File: src/design/ftw_pkg.sv
// ----------------------------------------------------------------------------
// ftw_pkg: shared constants and types for the face-thinning warp map
// Field widths, register indexes and the fixed scale constants of the warp.
// ----------------------------------------------------------------------------
package ftw_pkg;

    // port field widths
    localparam int IN_W       = 12;   // pixel_x / pixel_y
    localparam int PT_W       = 24;   // packed landmark point
    localparam int LVL_W      = 7;    // thin_level
    localparam int OUT_W      = 19;   // source_x_fixed / source_y_fixed
    localparam int CFG_AW     = 3;
    localparam int S_DATA_W   = 24;
    localparam int M_DATA_W   = 40;

    // parameter defaults
    localparam int COORD_BITS_DEF = 12;
    localparam int FRAC_BITS_DEF  = 5;

    // warp arithmetic
    localparam int                LEVEL_MAX_I = 100;
    localparam logic [LVL_W-1:0]  LEVEL_MAX   = LVL_W'(LEVEL_MAX_I);
    localparam int                SCALE_MUL   = 3;      // 0.15/100 = 3/2000
    localparam int                DIV_W       = 11;
    localparam logic [DIV_W-1:0]  S_DIV       = DIV_W'(2000);
    localparam int                Q_SHIFT     = 16;     // Q16 falloff
    localparam int                T_W         = 17;     // falloff 0..65536
    localparam int                S_NUM_W     = 25;     // level*3*t2
    localparam int                S_W         = 14;     // scale Q16
    localparam int                ACC_FRAC    = 24;     // Q8 offset * Q16 scale
    localparam int                OUT_MAX     = 262143;
    localparam int                OUT_MIN     = -262144;

    // configuration register indexes
    typedef enum logic [CFG_AW-1:0] {
        CFG_NOSE  = 3'd0,
        CFG_CHIN  = 3'd1,
        CFG_LJAW  = 3'd2,
        CFG_RJAW  = 3'd3,
        CFG_LEVEL = 3'd4
    } t_cfg_idx;

endpackage

File: src/design/ftw_isqrt_pipe.sv
// ----------------------------------------------------------------------------
// ftw_isqrt_pipe: pipelined integer square root
// Digit-by-digit floor square root, one result bit per stage.
// ----------------------------------------------------------------------------
module ftw_isqrt_pipe import ftw_pkg::*; #(
    parameter int IW = 41,
    parameter int RW = (IW + 1) / 2
) (
    input  logic          i_clk,
    input  logic          i_en,
    input  logic [IW-1:0] i_val,
    output logic [RW-1:0] o_root
);

    localparam int PW = 2 * RW;

    logic [RW+1:0] r_rem  [RW];
    logic [RW-1:0] r_root [RW];
    logic [PW-1:0] r_lo   [RW];

    for (genvar k = 0; k < RW; k++) begin : g_st
        logic [RW+1:0] w_rem_in;
        logic [RW-1:0] w_root_in;
        logic [PW-1:0] w_lo_in;
        logic [RW+3:0] w_t;
        logic [RW+3:0] w_trial;
        logic          w_ge;

        if (k == 0) begin : g_first
            assign w_rem_in  = '0;
            assign w_root_in = '0;
            assign w_lo_in   = PW'(i_val);
        end else begin : g_next
            assign w_rem_in  = r_rem[k-1];
            assign w_root_in = r_root[k-1];
            assign w_lo_in   = r_lo[k-1];
        end

        // bring down two bits, try root*4+1
        assign w_t     = {w_rem_in, w_lo_in[PW-1:PW-2]};
        assign w_trial = (RW+4)'({w_root_in, 2'b01});
        assign w_ge    = (w_t >= w_trial);

        always_ff @(posedge i_clk) begin
            if (i_en) begin
                r_rem[k]  <= w_ge ? (RW+2)'(w_t - w_trial) : (RW+2)'(w_t);
                r_root[k] <= (w_root_in << 1) | RW'(w_ge);
                r_lo[k]   <= w_lo_in << 2;
            end
        end
    end

    assign o_root = r_root[RW-1];

endmodule

File: config.mk
export PLATFORM = sky130hd
export DESIGN_NAME = ftw_isqrt_pipe
export DESIGN_NICKNAME = d
export VERILOG_FILES = /design/src/design/ftw_pkg.sv /design/src/design/ftw_isqrt_pipe.sv
export SDC_FILE = /design/constraint.sdc
export NUM_CORES = 1
export LEC_CHECK = 0
export BUFFER_PORTS_ARGS = -buffer_cell sky130_fd_sc_hd__buf_2
export CAP_MARGIN = 30
export CORE_MARGIN = 8
export CORE_UTILIZATION = 55
export CTS_BUF_LIST = sky130_fd_sc_hd__clkbuf_16
export CTS_CLUSTER_SIZE = 28
export DETAILED_ROUTE_END_ITERATION = 12
export GPL_ROUTABILITY_DRIVEN = 0
export PLACE_DENSITY = 0.77
export SETUP_SLACK_MARGIN = 0.5
export SLEW_MARGIN = 5
export SYNTH_ARGS = -nofsm -noshare
export SYNTH_HDL_FRONTEND = slang
export SYNTH_SLANG_ARGS = --single-unit
File: constraint.sdc
create_clock -name i_clk -period 3.4 [get_ports i_clk]
set_clock_uncertainty 0.05 [all_clocks]
set_input_delay 0.17 -clock i_clk [delete_from_list [all_inputs] [get_ports i_clk]]
set_output_delay 0.17 -clock i_clk [all_outputs]
set_load 0.1 [all_outputs]
==> metrics.md <==
| Metric | Value |
|---|---|
| Outcome | `finished, final reports clean` |
| Max FO, Critical Path | `2` |
| Synthesized area | `roughly 0.05 sq mm` |
| CP Data Required Time | `3.77 ns` |
| Sw Ratio | `26.19%` |
| Fin nets | `4,385` |
| Max Cap Viol | `0` |
| Sequential power share | `about half` |
| Area after DPL | `roughly 0.052 sq mm` |
| Post-synthesis net count | `between 4,000 and 5,000` |
| Max H-tree Level | `3` |
| Maximum vdd drop | `~0.00065 V` |
| Inserted Clock Buffers | `106` |
| Die footprint | `a little over 0.1 sq mm` |
| Slew HR | `47.29%` |
| Tcrit/Tclk final | `approximately nine tenths` |
| Clk_lat worst skew | `between 0.6 and 0.7 ns` |
| FILL cells | `around 6,500` |
| RSZ-0062 raised after global routing | `yes` |
| Final Hold Vio Count | `0` |
| Detailed-route wire length per cell | `17.65 microns` |
| # rows | `110` |
| Seq/Total Area, Yosys | `roughly 65%` |
| IO Pins | `between 60 and 70` |
| Longest Clk Path Bufs | `3` |
| Detailed Place HPWL | `61.97 mm` |
| Fin Setup TNS | `0 ns` |
| # setup viols final | `0` |
| Core ar. | `roughly 0.090 sq mm` |
| First-pass GRT wire length | `approximately 150 mm` |
| WL final | `roughly 95 mm` |
| Chip Height | `~320 microns` |
| Starting density of the core | `between 50% and 60%` |
| Cell-internal power | `between 0.02 and 0.03 W` |
| Post-layout instance area | `about 0.058 sq mm` |
| Hold crit path type | `in -> reg` |
| Max Slew Vio Count | `0` |
| Highest clock rate | `327.8 MHz` |
| Synth Instances | `~3,800` |
| Yosys cell types | `between 80 and 90` |
| Total grt overflow | `0` |
| Share of post-route cells with drive strength above 1 | `roughly an eighth` |
| Number of global-route vias before repair | `about 30,000` |
| Total track usage | `between 10% and 20%` |
| Drt via density | `about 5.7` |
| Logic gate share of total power | `approximately 17%` |
| Initial antenna violation count | `0` |
| CTS tree | `built` |
| Die X | `around 320 microns` |
| EDFF count, synth | `between 1,000 and 1,500` |
| P_leak | `21.97 nW` |
| Initial DRT Pass Iterations | `7` |
| Total clock sinks | `1,078` |
| Pin count of the biggest net entering global routing | `slightly above 100` |
| Crit path time final | `a little over 3 ns` |
| Clk root buf | `clkbuf_16` |
| WS Path Type | `reg -> reg` |
| Ant diodes | `0` |
| Worst slew pin tran | `0.7834 ns` |
| DRT iter0 DRCs | `around 2,600` |
| Clock transition at path regs | `roughly 0.06 ns` |
| Area Growth Syn to Fin | `15.72%` |
| Sequential Area | `around 0.032 sq mm` |
| Switching power | `0.009353 W` |
| #FFs+latches synth | `between 1,000 and 1,500` |
| Post-synth ARST share | `0%` |
| Launching element type of the critical path | `flop` |
| IO Port Bufs | `between 60 and 70` |
| Worst Setup End Kind | `flop` |
| Multi-input gate area | `roughly 0.017 sq mm` |
| Prevailing post-synth register cell | `edfxtp_1` |
| Total power | `approximately 0.036 W` |
| PwrDens | `slightly above 600 mW/mm^2` |
| Crit path DAT | `roughly 3.4 ns` |
| Remaining DRCs | `0` |
| Syn Area/Cell | `between 10 and 15 sq um` |
| DR vias | `30,566` |
| Ys Warns | `0` |
| Antenna Violating Nets Remaining | `0` |
| Clock share of power | `between 30 and 40%` |
## per-stage QoR
step | worst slack (ns) | std cells | utilization [%] | hold slack, ns
after global routing | 0.2789 | 5355 | 64.20 | 0.1190
final | 0.3492 | 5355 | 64.20 | 0.1478
after floorplan | 0.3503 | 3809 | - | 0.2189
after global placement | 0.2825 | 5060 | 58.10 | 0.2965
after CTS | 0.3436 | 5320 | 63.12 | 0.08790
after detailed placement | 0.2371 | 5060 | 58.10 | 0.2981
## logic make-up (layout without fill, tap and decap cells)
family,Yosys count,count (layout),share of synthesized area (%)
other,1,1,0.007510
XOR/XNOR,329,329,5.771
flip-flops,1078,1078,64.83
buffers and inverters,378,748,2.877
adder cells (fa/ha/maj),252,252,6.314
multiplexers,41,41,0.9021
AO/OA/AOI/OAI,749,749,9.341
AND/OR/NAND/NOR,981,981,9.960
## what timing repair did
item / CTS / global route
gates cloned: 0 / 2
gates resized for setup: 51 / 131
hold buffers: 42 / 0
buffers inserted: 21 / 33
setup endpoints to repair: 153 / 258
pin swaps: 10 / 33
hold endpoints to repair: 102 / 0
## flip-flops by register name, summed over array words and instances (netlist names)
register  flops
r_root      231
r_lo        420
r_rem       427
## final cells by class
type | instances | area share (%)
clock buffer | 107 | 4.634
clock inverter | 90 | 1.717
inverter | 316 | 2.059
multi-input combinational | 2353 | 29.55
sequential | 1078 | 56.02
tap | 1176 | 2.546
timing repair buffer | 235 | 3.475
## power groups by stage
stage	logic [W]	registers [W]	clock network, W
2_1_floorplan	0.00409	0.0174	0
3_3_place_gp	0.00536	0.0176	0
3_5_place_dp	0.00555	0.0176	0
4_1_cts	0.00576	0.0174	0.0124
5_1_grt	0.00677	0.0176	0.0129
6_report	0.00611	0.0174	0.0122
## final timing paths
path                startpoint           end  slack [ns]  depth (start not counted)
setup / recovery  r_rem[0][77]  r_rem[1][22]        0.35                          7
hold / removal       i_val[13]   r_lo[0][13]        0.15                          2
setup reg to reg  r_rem[0][77]  r_rem[1][22]        0.35                          7
hold reg to reg   r_lo[1][142]   r_lo[2][24]        0.36                          0
## cell usage in the layout (no fill, tap or decap), types with 62 or more instances in the layout
cell and instances:
a21oi_1 226, buf_2 62, buf_4 104, clkbuf_16 109, edfxtp_1 1078, ha_1 225, inv_1 320, nand2_1 211
nor2_1 249, nor3_1 93, o21ai_0 171, xnor2_1 161, xor2_1 168
## cell usage after synthesis (10+ instances only)
master	n	area, sq um
nor3b_1	11	82.58
nand2b_1	50	312.8
or4_1	24	180.2
a21oi_1	236	1181
nor3_1	99	495.5
o21bai_1	19	142.6
inv_1	313	1175
clkbuf_1	54	202.7
or2_2	14	87.58
nand4_1	38	237.7
o31ai_1	28	210.2
a21o_1	61	457.9
a21boi_0	12	90.09
edfxtp_1	1078	32370
nor4_1	64	400.4
o211ai_1	22	165.2
a31oi_1	16	100.1
o21ai_0	182	910.9
nor4b_1	10	87.58
o21a_1	49	367.9
nand3_1	54	270.3
nand3b_1	13	97.59
nor2_1	251	942.2
nand2_1	215	807.0
xnor2_1	161	1410
a211oi_1	34	255.2
mux2_2	32	360.4
ha_1	252	3153
xor2_1	168	1471
and3_1	25	156.4
nor2b_1	35	219.0
o41ai_1	10	87.58
or3_1	39	244.0
and2_1	10	62.56
## layer usage
metal	up-vias	routed length, microns	global-route usage (%)
met4	0	2310	5.894
met1	14725	40380	24.01
met3	174	5867	3.086
met5	-	0	0
li1	14762	-	-
met2	905	45960	30.72
## critical path: stages (launching register included)
cell and delay (ns):
edfxtp_1 0.38, or4_4 0.55, or4_4 0.43, or3_4 0.34, or3_4 0.33, or4_4 0.49
nor3_4 0.13, xor2_1 0.08
(Power assumes the default switching activity.)
