## src/design/ftw_pkg.sv

```systemverilog
// ----------------------------------------------------------------------------
// ftw_pkg: shared constants and types for the face-thinning warp map
// Field widths, register indexes and the fixed scale constants of the warp.
// ----------------------------------------------------------------------------
package ftw_pkg;

    // port field widths
    localparam int IN_W       = 12;   // pixel_x / pixel_y
    localparam int PT_W       = 24;   // packed landmark point
    localparam int LVL_W      = 7;    // thin_level
    localparam int OUT_W      = 19;   // source_x_fixed / source_y_fixed
    localparam int CFG_AW     = 3;
    localparam int S_DATA_W   = 24;
    localparam int M_DATA_W   = 40;

    // parameter defaults
    localparam int COORD_BITS_DEF = 12;
    localparam int FRAC_BITS_DEF  = 5;

    // warp arithmetic
    localparam int                LEVEL_MAX_I = 100;
    localparam logic [LVL_W-1:0]  LEVEL_MAX   = LVL_W'(LEVEL_MAX_I);
    localparam int                SCALE_MUL   = 3;      // 0.15/100 = 3/2000
    localparam int                DIV_W       = 11;
    localparam logic [DIV_W-1:0]  S_DIV       = DIV_W'(2000);
    localparam int                Q_SHIFT     = 16;     // Q16 falloff
    localparam int                T_W         = 17;     // falloff 0..65536
    localparam int                S_NUM_W     = 25;     // level*3*t2
    localparam int                S_W         = 14;     // scale Q16
    localparam int                ACC_FRAC    = 24;     // Q8 offset * Q16 scale
    localparam int                OUT_MAX     = 262143;
    localparam int                OUT_MIN     = -262144;

    // configuration register indexes
    typedef enum logic [CFG_AW-1:0] {
        CFG_NOSE  = 3'd0,
        CFG_CHIN  = 3'd1,
        CFG_LJAW  = 3'd2,
        CFG_RJAW  = 3'd3,
        CFG_LEVEL = 3'd4
    } t_cfg_idx;

endpackage

```

## src/design/ftw_div_pipe.sv

```systemverilog
// ----------------------------------------------------------------------------
// ftw_div_pipe: pipelined restoring divider
// One quotient bit per stage; the quotient must fit in QW bits.
// ----------------------------------------------------------------------------
module ftw_div_pipe import ftw_pkg::*; #(
    parameter int NW = 8,
    parameter int DW = 4,
    parameter int QW = 4
) (
    input  logic          i_clk,
    input  logic          i_en,
    input  logic [NW-1:0] i_num,
    input  logic [DW-1:0] i_den,
    output logic [QW-1:0] o_quo
);

    localparam int EW = DW + QW;

    logic [DW-1:0] r_rem [QW];
    logic [QW-1:0] r_lo  [QW];
    logic [QW-1:0] r_q   [QW];
    logic [DW-1:0] r_den [QW];

    for (genvar k = 0; k < QW; k++) begin : g_st
        logic [DW-1:0] w_rem_in;
        logic [DW-1:0] w_den_in;
        logic [QW-1:0] w_lo_in;
        logic [QW-1:0] w_q_in;
        logic [DW:0]   w_t;
        logic          w_ge;

        if (k == 0) begin : g_first
            logic [EW-1:0] w_ext;
            assign w_ext    = EW'(i_num);
            assign w_rem_in = w_ext[EW-1:QW];
            assign w_lo_in  = w_ext[QW-1:0];
            assign w_q_in   = '0;
            assign w_den_in = i_den;
        end else begin : g_next
            assign w_rem_in = r_rem[k-1];
            assign w_lo_in  = r_lo[k-1];
            assign w_q_in   = r_q[k-1];
            assign w_den_in = r_den[k-1];
        end

        // shift in the next dividend bit and try a subtract
        assign w_t  = {w_rem_in, w_lo_in[QW-1]};
        assign w_ge = (w_t >= {1'b0, w_den_in});

        always_ff @(posedge i_clk) begin
            if (i_en) begin
                r_rem[k] <= w_ge ? DW'(w_t - {1'b0, w_den_in}) : DW'(w_t);
                r_lo[k]  <= w_lo_in << 1;
                r_q[k]   <= (w_q_in << 1) | QW'(w_ge);
                r_den[k] <= w_den_in;
            end
        end
    end

    assign o_quo = r_q[QW-1];

endmodule

```

## config.mk

```make
export PLATFORM = sky130hd
export DESIGN_NAME = ftw_div_pipe
export DESIGN_NICKNAME = d
export VERILOG_FILES = /design/src/design/ftw_pkg.sv /design/src/design/ftw_div_pipe.sv
export SDC_FILE = /design/constraint.sdc
export NUM_CORES = 1
export LEC_CHECK = 0
export ABC_AREA = 1
export BUFFER_PORTS_ARGS = -buffer_cell sky130_fd_sc_hd__buf_2
export CORE_ASPECT_RATIO = 0.6
export CORE_MARGIN = 3
export CORE_UTILIZATION = 58
export CTS_CLUSTER_DIAMETER = 100
export DETAILED_ROUTE_END_ITERATION = 10
export PLACE_DENSITY = 0.78
export SLEW_MARGIN = 20
export SYNTH_ARGS = -nofsm -noshare
export SYNTH_HDL_FRONTEND = slang
export SYNTH_SLANG_ARGS = --single-unit
```

## constraint.sdc

```tcl
create_clock -name i_clk -period 1.7 [get_ports i_clk]
set_input_delay 0 -clock i_clk [delete_from_list [all_inputs] [get_ports i_clk]]
set_output_delay 0 -clock i_clk [all_outputs]
set_load 0.01 [all_outputs]
```

==> flow_summary.ini, run 1 <==
[sta]
slew_headroom_pct = 67.6
hold_violations = 0
rsz0062_at_grt = false
tns_ns = 0
fin_skew_ns = 0.00910
final_max_slew_viol_count = 0
min_period_ns = 1.60
max_freq_mhz = 625
tightestPinTransition_ns = 0.486
min_period_over_period_pct = 94.0
setup_viol = 0

[grt]
grt_pass1_wl_um = 5240
grt_max_degree = 41
grt_util_all_layers_pct = 17.4
antenna_found_initial = 0
grt_pass1_vias = 1149
grt_remaining_overflow = 0

[placed_design]
placed_area_mm2 = 0.00220
hpwl_um = 2300
gp_congestion = 0.855
port_buffers = 17

[floorplan]
io_pins = 18
die_area_mm2 = 0.00431
die_h_um = 52.1
core.rowCount = 16
coreArea_mm2 = 0.00332
die_w_um = 82.8
start_util_pct = 61.7

[finish]
fin_util_pct = 71.9
final_layout_size_suffix_gt1_share_pct = 20.4
n_fill_cell = 245
syn_to_final_growth_pct = 16.5
diodes = 0
final_common_cell = edfxtp_1
fin_area_mm2 = 0.00239
num-nets-final = 243
final_cell_mix = 40 x edfxtp_1, 36 x inv_1, 35 x nand2_1

[synthesis]
synth_compound_area_share_pct = 0.976
synthMuxAreaShare_pct = 0
synth_xor_area_share_pct = 1.28
synth_top_area_share_pct = 58.5
netlist_area_mm2 = 0.00205
ys_seq_area_share_pct = 58.5
synth.distinct_cells = 16
synthAdderAreaFrac_pct = 12.7
yosys.area_share.simple_pct = 19.9
synth_area_leaders = edfxtp_1 59%, ha_1 9.8%, inv_1 6.6%
synth_area_per_cell_um2 = 11.5
ys_ff_latch = 40
yosysTopAreaCell = edfxtp_1
synth_warnings = 0
synth_top_family_by_area = simple AND/OR/NAND/NOR gates
syn_nets = 211
syn_inst = 178

[pwr]
leakage_nw = 1.10
peakVddDrop_uv = 529
p_per_area_mw_per_mm2 = 1120

[worst_hold_path]
min_from = i_num[3]
hold_class = in -> reg

[clock_network]
clock_path_buffers = 2
cts_buffers = 5
cts_root_buf = clkbuf_8
path_clk_slew_ns = 0.08
worstSkewPairLatency_ns = 0.29
post_cts_buffers = 0
htreeDepth = 2
cts.sinks = 40
cts_tree = done

[run]
max_cap_violations = 0

[setup_path]
path_buf_inv = 1
critPathLaunchType = flip-flop
critPathKind = reg -> reg
crit_start = r_den[0][2]
max_stage_delay_ns = 0.40
critPathMaxFanout = 6
rr_startpoint = r_den[0][2]
crit_arrival_ns = 1.64
worstPathCellList = inv_1 -> ha_1 -> nand2_1 -> nor2_4 -> nor2_4 -> nand2_4 -> nand2_1 -> nand2_1
critPathSlowestCell = edfxtp_1
cp.required_ns = 1.74
cpMostUsedCell = nand2_1
critPathTopFamily = simple AND/OR/NAND/NOR gates
endpoint_kind = flip-flop
r2r_setup_slack_ns = 0.10

[detailed_routing]
wl_met1_um = 1510
vias = 1255
ant_nets = 0
routedWlPerCell_um = 12.4
met3_length_um = 161
top_layer = met4
totalWireLength_um = 3180
dr.pass1.iters = 4
vias_per_cell = 4.90
wl_met2_um = 1450
drc = 0
drt_first_iter_violations = 60

[status]
status = complete, no violations
-- synth_stat cells --
| cell type | number |
|---|---|
| a21oi_1 | 3 |
| edfxtp_1 | 40 |
| fa_1 | 3 |
| ha_1 | 16 |
| inv_1 | 36 |
| nand2_1 | 35 |
| nand2_2 | 3 |
| nand2_4 | 3 |
| nand3_1 | 12 |
| nand3b_1 | 3 |
| nand4_1 | 3 |
| nor2_1 | 8 |
| nor2_4 | 6 |
| o21ai_0 | 1 |
| or2_4 | 3 |
| xnor2_1 | 3 |
-- state kept, by name, summed over array words and instances, names as in the netlist --
signal  flops
r_q        10
r_den      12
r_rem      12
r_lo        6
-- area by class of cell --
cell class / instances / area, µm² / share of cell area, %
inverters: 36 / 135 / 5.65
repair buffers: 25 / 163 / 6.81
multi-input cells: 102 / 723 / 30.3
clock inverters: 3 / 42.5 / 1.78
clock buffers: 5 / 68.8 / 2.88
well taps: 45 / 56.3 / 2.36
flip-flops and latches: 40 / 1200 / 50.3
-- per-layer routing --
| metal | GRT usage, % | up-vias |
|---|---|---|
| met5 | 0 | - |
| li1 | - | 648 |
| met1 | 23.0 | 567 |
| met2 | 26.7 | 33 |
| met4 | 7.34 | 0 |
| met3 | 5.19 | 7 |
-- worst register-to-register path, cell delays in order (launching register included) --
cell	delay [ns]
edfxtp_1	0.40
inv_1	0.10
ha_1	0.28
nand2_1	0.14
nor2_4	0.06
nor2_4	0.16
nand2_4	0.09
nand2_1	0.07
nand2_1	0.05
-- cells by family (layout without fill, tap and decap cells) --
| kind of cell | Yosys count | after routing |
|---|---|---|
| AO/OA/AOI/OAI | 4 | 4 |
| XOR/XNOR | 3 | 3 |
| adder cells (fa/ha/maj) | 19 | 19 |
| buffers and inverters | 36 | 69 |
| flip-flops | 40 | 40 |
| AND/OR/NAND/NOR | 76 | 76 |
-- per-stage QoR --
stage	hold WS, ns	power (mW)	instances	setup WS (ns)
floorplan	0.0989	1.75	178	0.245
global placement	0.176	1.87	241	0.142
detailed placement	0.178	1.92	241	0.0979
CTS	0.0346	2.69	256	0.0913
global route	0.0435	2.83	256	0.00692
finish	0.0370	2.67	256	0.101
-- power by group --
part / leakage [nW] / internal (mW) / switching (mW)
combinational: 0.653 / 0.251 / 0.364
clock: 0.0541 / 0.434 / 0.323
sequential: 0.389 / 1.25 / 0.0516
total: 1.10 / 1.94 / 0.739
-- repair_timing --
action	4_1_cts	5_1_grt
setup endpoints to repair	0	3
hold buffers	7	0
resized for setup	0	2
hold endpoints to repair	7	0
-- final timing paths --
check                 to  cells past startpoint
min reg2reg    r_q[3][1]                      0
max reg2reg  r_rem[1][1]                      8
min          r_rem[0][0]                      3
max          r_rem[1][1]                      8
(Power assumes the default switching activity.)
==> run 2, diff against run 1 <==
CTS_BUF_LIST = sky130_fd_sc_hd__clkbuf_16   (was unset)
GPL_TIMING_DRIVEN = 0   (was unset)
SETUP_SLACK_MARGIN = 0.02   (was unset)
==> run 2 against run 1 <==
Against the previous run: power is 14% higher; sequential cell count unchanged; utilization grew 3.3 points; clock power grew 39%; global-route usage grew 3.2 points; sequential share of layout area is 2.2 points lower; critical path depth up 2; non-clock buffer count grew 1; critical path type is now in -> reg; critical endpoint is now r_rem[0][0].
==> flow_summary.ini, run 2 (synthesized netlist as in run 1, its figures left out) <==
[clock_network]
clock_path_buffers = 2
cts.sinks = 40
cts_tree = done
cts_root_buf = clkbuf_16
cts_buffers = 5
path_clk_slew_ns = 0.06
htreeDepth = 2
worstSkewPairLatency_ns = 0.28

[finish]
final_common_cell = edfxtp_1
fin_area_mm2 = 0.00250
diodes = 0
syn_to_final_growth_pct = 21.8
fin_cells = 257
final_layout_size_suffix_gt1_share_pct = 22.6
final_cell_mix = 40 x edfxtp_1, 36 x inv_1, 35 x nand2_1
n_fill_cell = 210
reg.largest.list = r_den (12), r_rem (12), r_q (10)
num-nets-final = 244

[detailed_routing]
drt_first_iter_violations = 97
vias_per_cell = 5.19
routedWlPerCell_um = 14.9
totalWireLength_um = 3820
vias = 1334
dr.pass1.iters = 4
drc = 0
ant_nets = 0

[pwr]
p_per_area_mw_per_mm2 = 1220
peakVddDrop_uv = 677
leakage_nw = 1.13

[status]
status = complete, no violations

[setup_path]
max_stage_delay_ns = 0.55
cpMostUsedCell = nand2_1
critPathSlowestCell = dlygate4sd3_1
critPathLaunchType = primary input
cp.required_ns = 1.74
r2r_setup_slack_ns = 0.10
crit_arrival_ns = 1.67
endpoint_kind = flip-flop
worstPathCellList = dlygate4sd3_1 -> buf_2 -> inv_1 -> ha_1 -> a21oi_2 -> nand2_1 -> nand2_4 -> nand2_4 -> nand2_1 -> nand2_1
critPathMaxFanout = 5
critPathKind = in -> reg

[floorplan]
die_area_mm2 = 0.00431
io_pins = 18
die_h_um = 52.1
coreArea_mm2 = 0.00332
start_util_pct = 61.7
core.rowCount = 16
die_w_um = 82.8

[run]
max_cap_violations = 0

[worst_hold_path]
hold_class = in -> reg

[sta]
tightestPinTransition_ns = 0.877
rsz0062_at_grt = true
min_period_ns = 1.63
holdWs_ns = 0.0353
max_freq_mhz = 613
slew_headroom_pct = 41.5
hold_violations = 0
min_period_over_period_pct = 96.0
final_max_slew_viol_count = 0
setup_viol = 0
fin_skew_ns = 0.00239

[grt]
antenna_found_initial = 0
grt_remaining_overflow = 0
grt_max_degree = 41
grt_util_all_layers_pct = 20.6
grt_pass1_wl_um = 6180
grt_pass1_vias = 1369

[placed_design]
placed_area_mm2 = 0.00219
placed_cells = 240
port_buffers = 17
gp_congestion = 0.863
hpwl_um = 2420
[run 2: area by class of cell]
cell class / count / area, µm² / area share, %
clock buffers: 5 / 125 / 5.01
repair buffers: 26 / 170 / 6.81
flip-flops and latches: 40 / 1200 / 48.0
well taps: 45 / 56.3 / 2.25
multi-input cells: 102 / 769 / 30.8
inverters: 36 / 135 / 5.41
clock inverters: 3 / 42.5 / 1.70
[run 2: worst max-delay path: cells and delay by family]
family	cells	cell delay [ns]
simple gates	5	0.40
compound gates	1	0.18
fa+ha+maj	1	0.34
buf+inv	3	0.75
[run 2: worst paths after layout]
path | start | endpoint | cells past startpoint
hold reg to reg | r_q[2][0] | r_q[3][1] | 0
hold / removal | i_num[3] | r_rem[0][0] | 3
setup reg to reg | r_rem[1][0] | r_rem[2][1] | 7
setup / recovery | i_den[2] | r_rem[0][0] | 10
[run 2: through the flow]
step | power (mW) | utilization [%] | setup TNS (ns) | setup WS, ns
after floorplan | 1.75 | - | 0 | 0.245
after global placement | 1.87 | 66.0 | 0 | 0.156
after detailed placement | 1.91 | 66.0 | 0 | 0.0987
after CTS | 2.98 | 73.2 | 0 | 0.0247
after global routing | 3.19 | 75.2 | -0.0112 | -0.00704
final | 3.04 | 75.2 | 0 | 0.0678
[run 2: timing repair]
| item | in CTS | in global routing |
|---|---|---|
| endpoints found under the hold margin | 7 | 0 |
| setup buffers | 0 | 2 |
| endpoints found under the setup margin | 0 | 9 |
| hold buffers | 7 | 0 |
| gates resized for setup | 0 | 7 |
[run 2: layer usage]
layer  routed length (µm)  global-route usage, %  vias up
li1                     -                      -      653
met1                 1640                   24.3      631
met2                 1870                   33.5       39
met3                  197                   6.23       11
met4                  114                   12.0        0
met5                    0                      0        -
[run 2: where the power goes]
part	internal, mW	total (mW)	switching, mW
clock	0.688	1.05	0.361
combinational	0.279	0.677	0.398
sequential	1.25	1.32	0.0620
total	2.22	3.04	0.821
==> run 3, diff against run 2 <==
--- a/config.mk
+++ b/config.mk
@@ -17,4 +17,5 @@
 export PLACE_DENSITY = 0.78
 export SETUP_SLACK_MARGIN = 0.02
+export SKIP_CTS_REPAIR_TIMING = 1
 export SLEW_MARGIN = 20
 export SYNTH_ARGS = -nofsm -noshare
==> constraint.sdc (replaced) <==
create_clock -name i_clk -period 1.7 [get_ports i_clk]
set_input_delay 0 -clock i_clk [delete_from_list [all_inputs] [get_ports i_clk]]
set_output_delay 0 -clock i_clk [all_outputs]
set_load 0.05 [all_outputs]
==> run 3 against run 2 <==
Against the previous run: final cell count unchanged; first-iteration DRC count grew 14%; sequential share of layout area rose by 0.17 points; largest cell class unchanged; combinational power rose by 3.5%; via count decreased by 1.6%; critical path depth is 3 lower; non-clock buffer count stayed put; critical path type is now reg -> reg; largest power group unchanged; sequential power hardly changed.
==> flow_summary.ini, run 3 (synthesized netlist as in run 1, its figures left out) <==
[status]
status = complete, no violations

[pwr]
p_per_area_mw_per_mm2 = 1230
peakVddDrop_uv = 683
fin_total_pwr_mw = 3.06
leakage_nw = 1.13

[finish]
multi_input_area_um2 = 761
num-nets-final = 244
final_common_cell = edfxtp_1
syn_to_final_growth_pct = 21.4
reg.largest.list = r_den (12), r_rem (12), r_q (10)
final_cell_mix = 40 x edfxtp_1, 36 x inv_1, 35 x nand2_1
regArea_mm2 = 0.00120
diodes = 0
n_fill_cell = 205
final_layout_size_suffix_gt1_share_pct = 22.2
fin_util_pct = 75.0

[setup_path]
endpoint_kind = flip-flop
r2r_cells = 7
crit_arrival_ns = 1.63
critPathLaunchType = flip-flop
rr_startpoint = r_rem[1][0]
cp.required_ns = 1.74
timing.rr.end = r_rem[2][2]
critPathMaxFanout = 6
r2r_setup_slack_ns = 0.10
critPathKind = reg -> reg

[grt]
grt_max_degree = 41
grt_remaining_overflow = 0
grt_pass1_wl_um = 5910
antenna_found_initial = 0
grt_util_all_layers_pct = 19.7
grt_pass1_vias = 1323

[run]
max_cap_violations = 0

[sta]
holdWs_ns = 0.0383
fin_skew_ns = 0.00216
tns_ns = 0
rsz0062_at_grt = true
max_freq_mhz = 627
setup_viol = 0
min_period_over_period_pct = 93.9
final_max_slew_viol_count = 0
tightestPinTransition_ns = 0.864
hold_violations = 0
min_period_ns = 1.60
slew_headroom_pct = 42.4

[clock_network]
cts_buffers = 5
cts.sinks = 40
cts_root_buf = clkbuf_16
worstSkewPairLatency_ns = 0.28
clock_path_buffers = 2
path_clk_slew_ns = 0.06
htreeDepth = 2
cts_tree = done

[detailed_routing]
totalWireLength_um = 3640
ant_nets = 0
vias_per_cell = 5.11
drc = 0
routedWlPerCell_um = 14.2
vias = 1313
dr.pass1.iters = 4
drt_first_iter_violations = 111

[placed_design]
hpwl_um = 2420
port_buffers = 17
gp_congestion = 0.863

[floorplan]
coreArea_mm2 = 0.00332
die_area_mm2 = 0.00431
core.rowCount = 16
die_h_um = 52.1
io_pins = 18
die_w_um = 82.8
start_util_pct = 61.7

[worst_hold_path]
whs_path_depth = 3
min_to = r_rem[0][0]
min_from = i_num[3]
hold_class = in -> reg
==> run 3: layout make-up <==
| cell class | instances | share of cell area, % |
|---|---|---|
| Timing Repair Buffer | 26 | 6.83 |
| Clock inverter | 3 | 1.71 |
| Clock buffer | 5 | 5.02 |
| Tap cell | 45 | 2.26 |
| Multi-Input combinational cell | 102 | 30.5 |
| Sequential cell | 40 | 48.2 |
| Inverter | 36 | 5.42 |
==> run 3: worst max-delay path by stage <==
stage | cells past startpoint | end | from | slack [ns]
2_1_floorplan | 7 | r_rem[1][2] | r_rem[0][1] | 0.24
3_3_place_gp | 8 | r_rem[1][2] | r_den[0][2] | 0.16
3_5_place_dp | 7 | r_rem[2][2] | r_rem[1][1] | 0.1
4_1_cts | 7 | r_rem[1][1] | r_rem[0][1] | 0.02
5_1_grt | 8 | r_rem[2][3] | r_den[1][1] | 0.002
6_report | 7 | r_rem[2][2] | r_rem[1][0] | 0.10
==> run 3: per-layer routing <==
metal	up-vias	GRT usage, %	wire [µm]
li1	654	-	-
met1	604	23.8	1580
met2	44	30.7	1760
met3	11	6.23	186
met4	0	12.0	114
met5	-	0	0
==> run 3: through the flow <==
step           std cells  cell area [µm²]  worst slack, ns
2_1_floorplan        178             2050            0.245
3_3_place_gp         240             2190            0.156
3_5_place_dp         240             2190           0.0987
4_1_cts              248             2360           0.0247
5_1_grt              257             2490          0.00232
6_report             257             2490            0.104
==> run 3: critical path, cell delays in order (launching register included) <==
cell,delay (ns)
edfxtp_1,0.43
ha_1,0.35
nand2_1,0.13
nor2_4,0.06
nor2_4,0.17
nand2_4,0.08
nand2_1,0.07
nand2_1,0.06
==> run 3: report_power, final <==
group,internal (mW),switching (mW)
logic,0.278,0.423
clock network,0.688,0.357
registers,1.25,0.0608
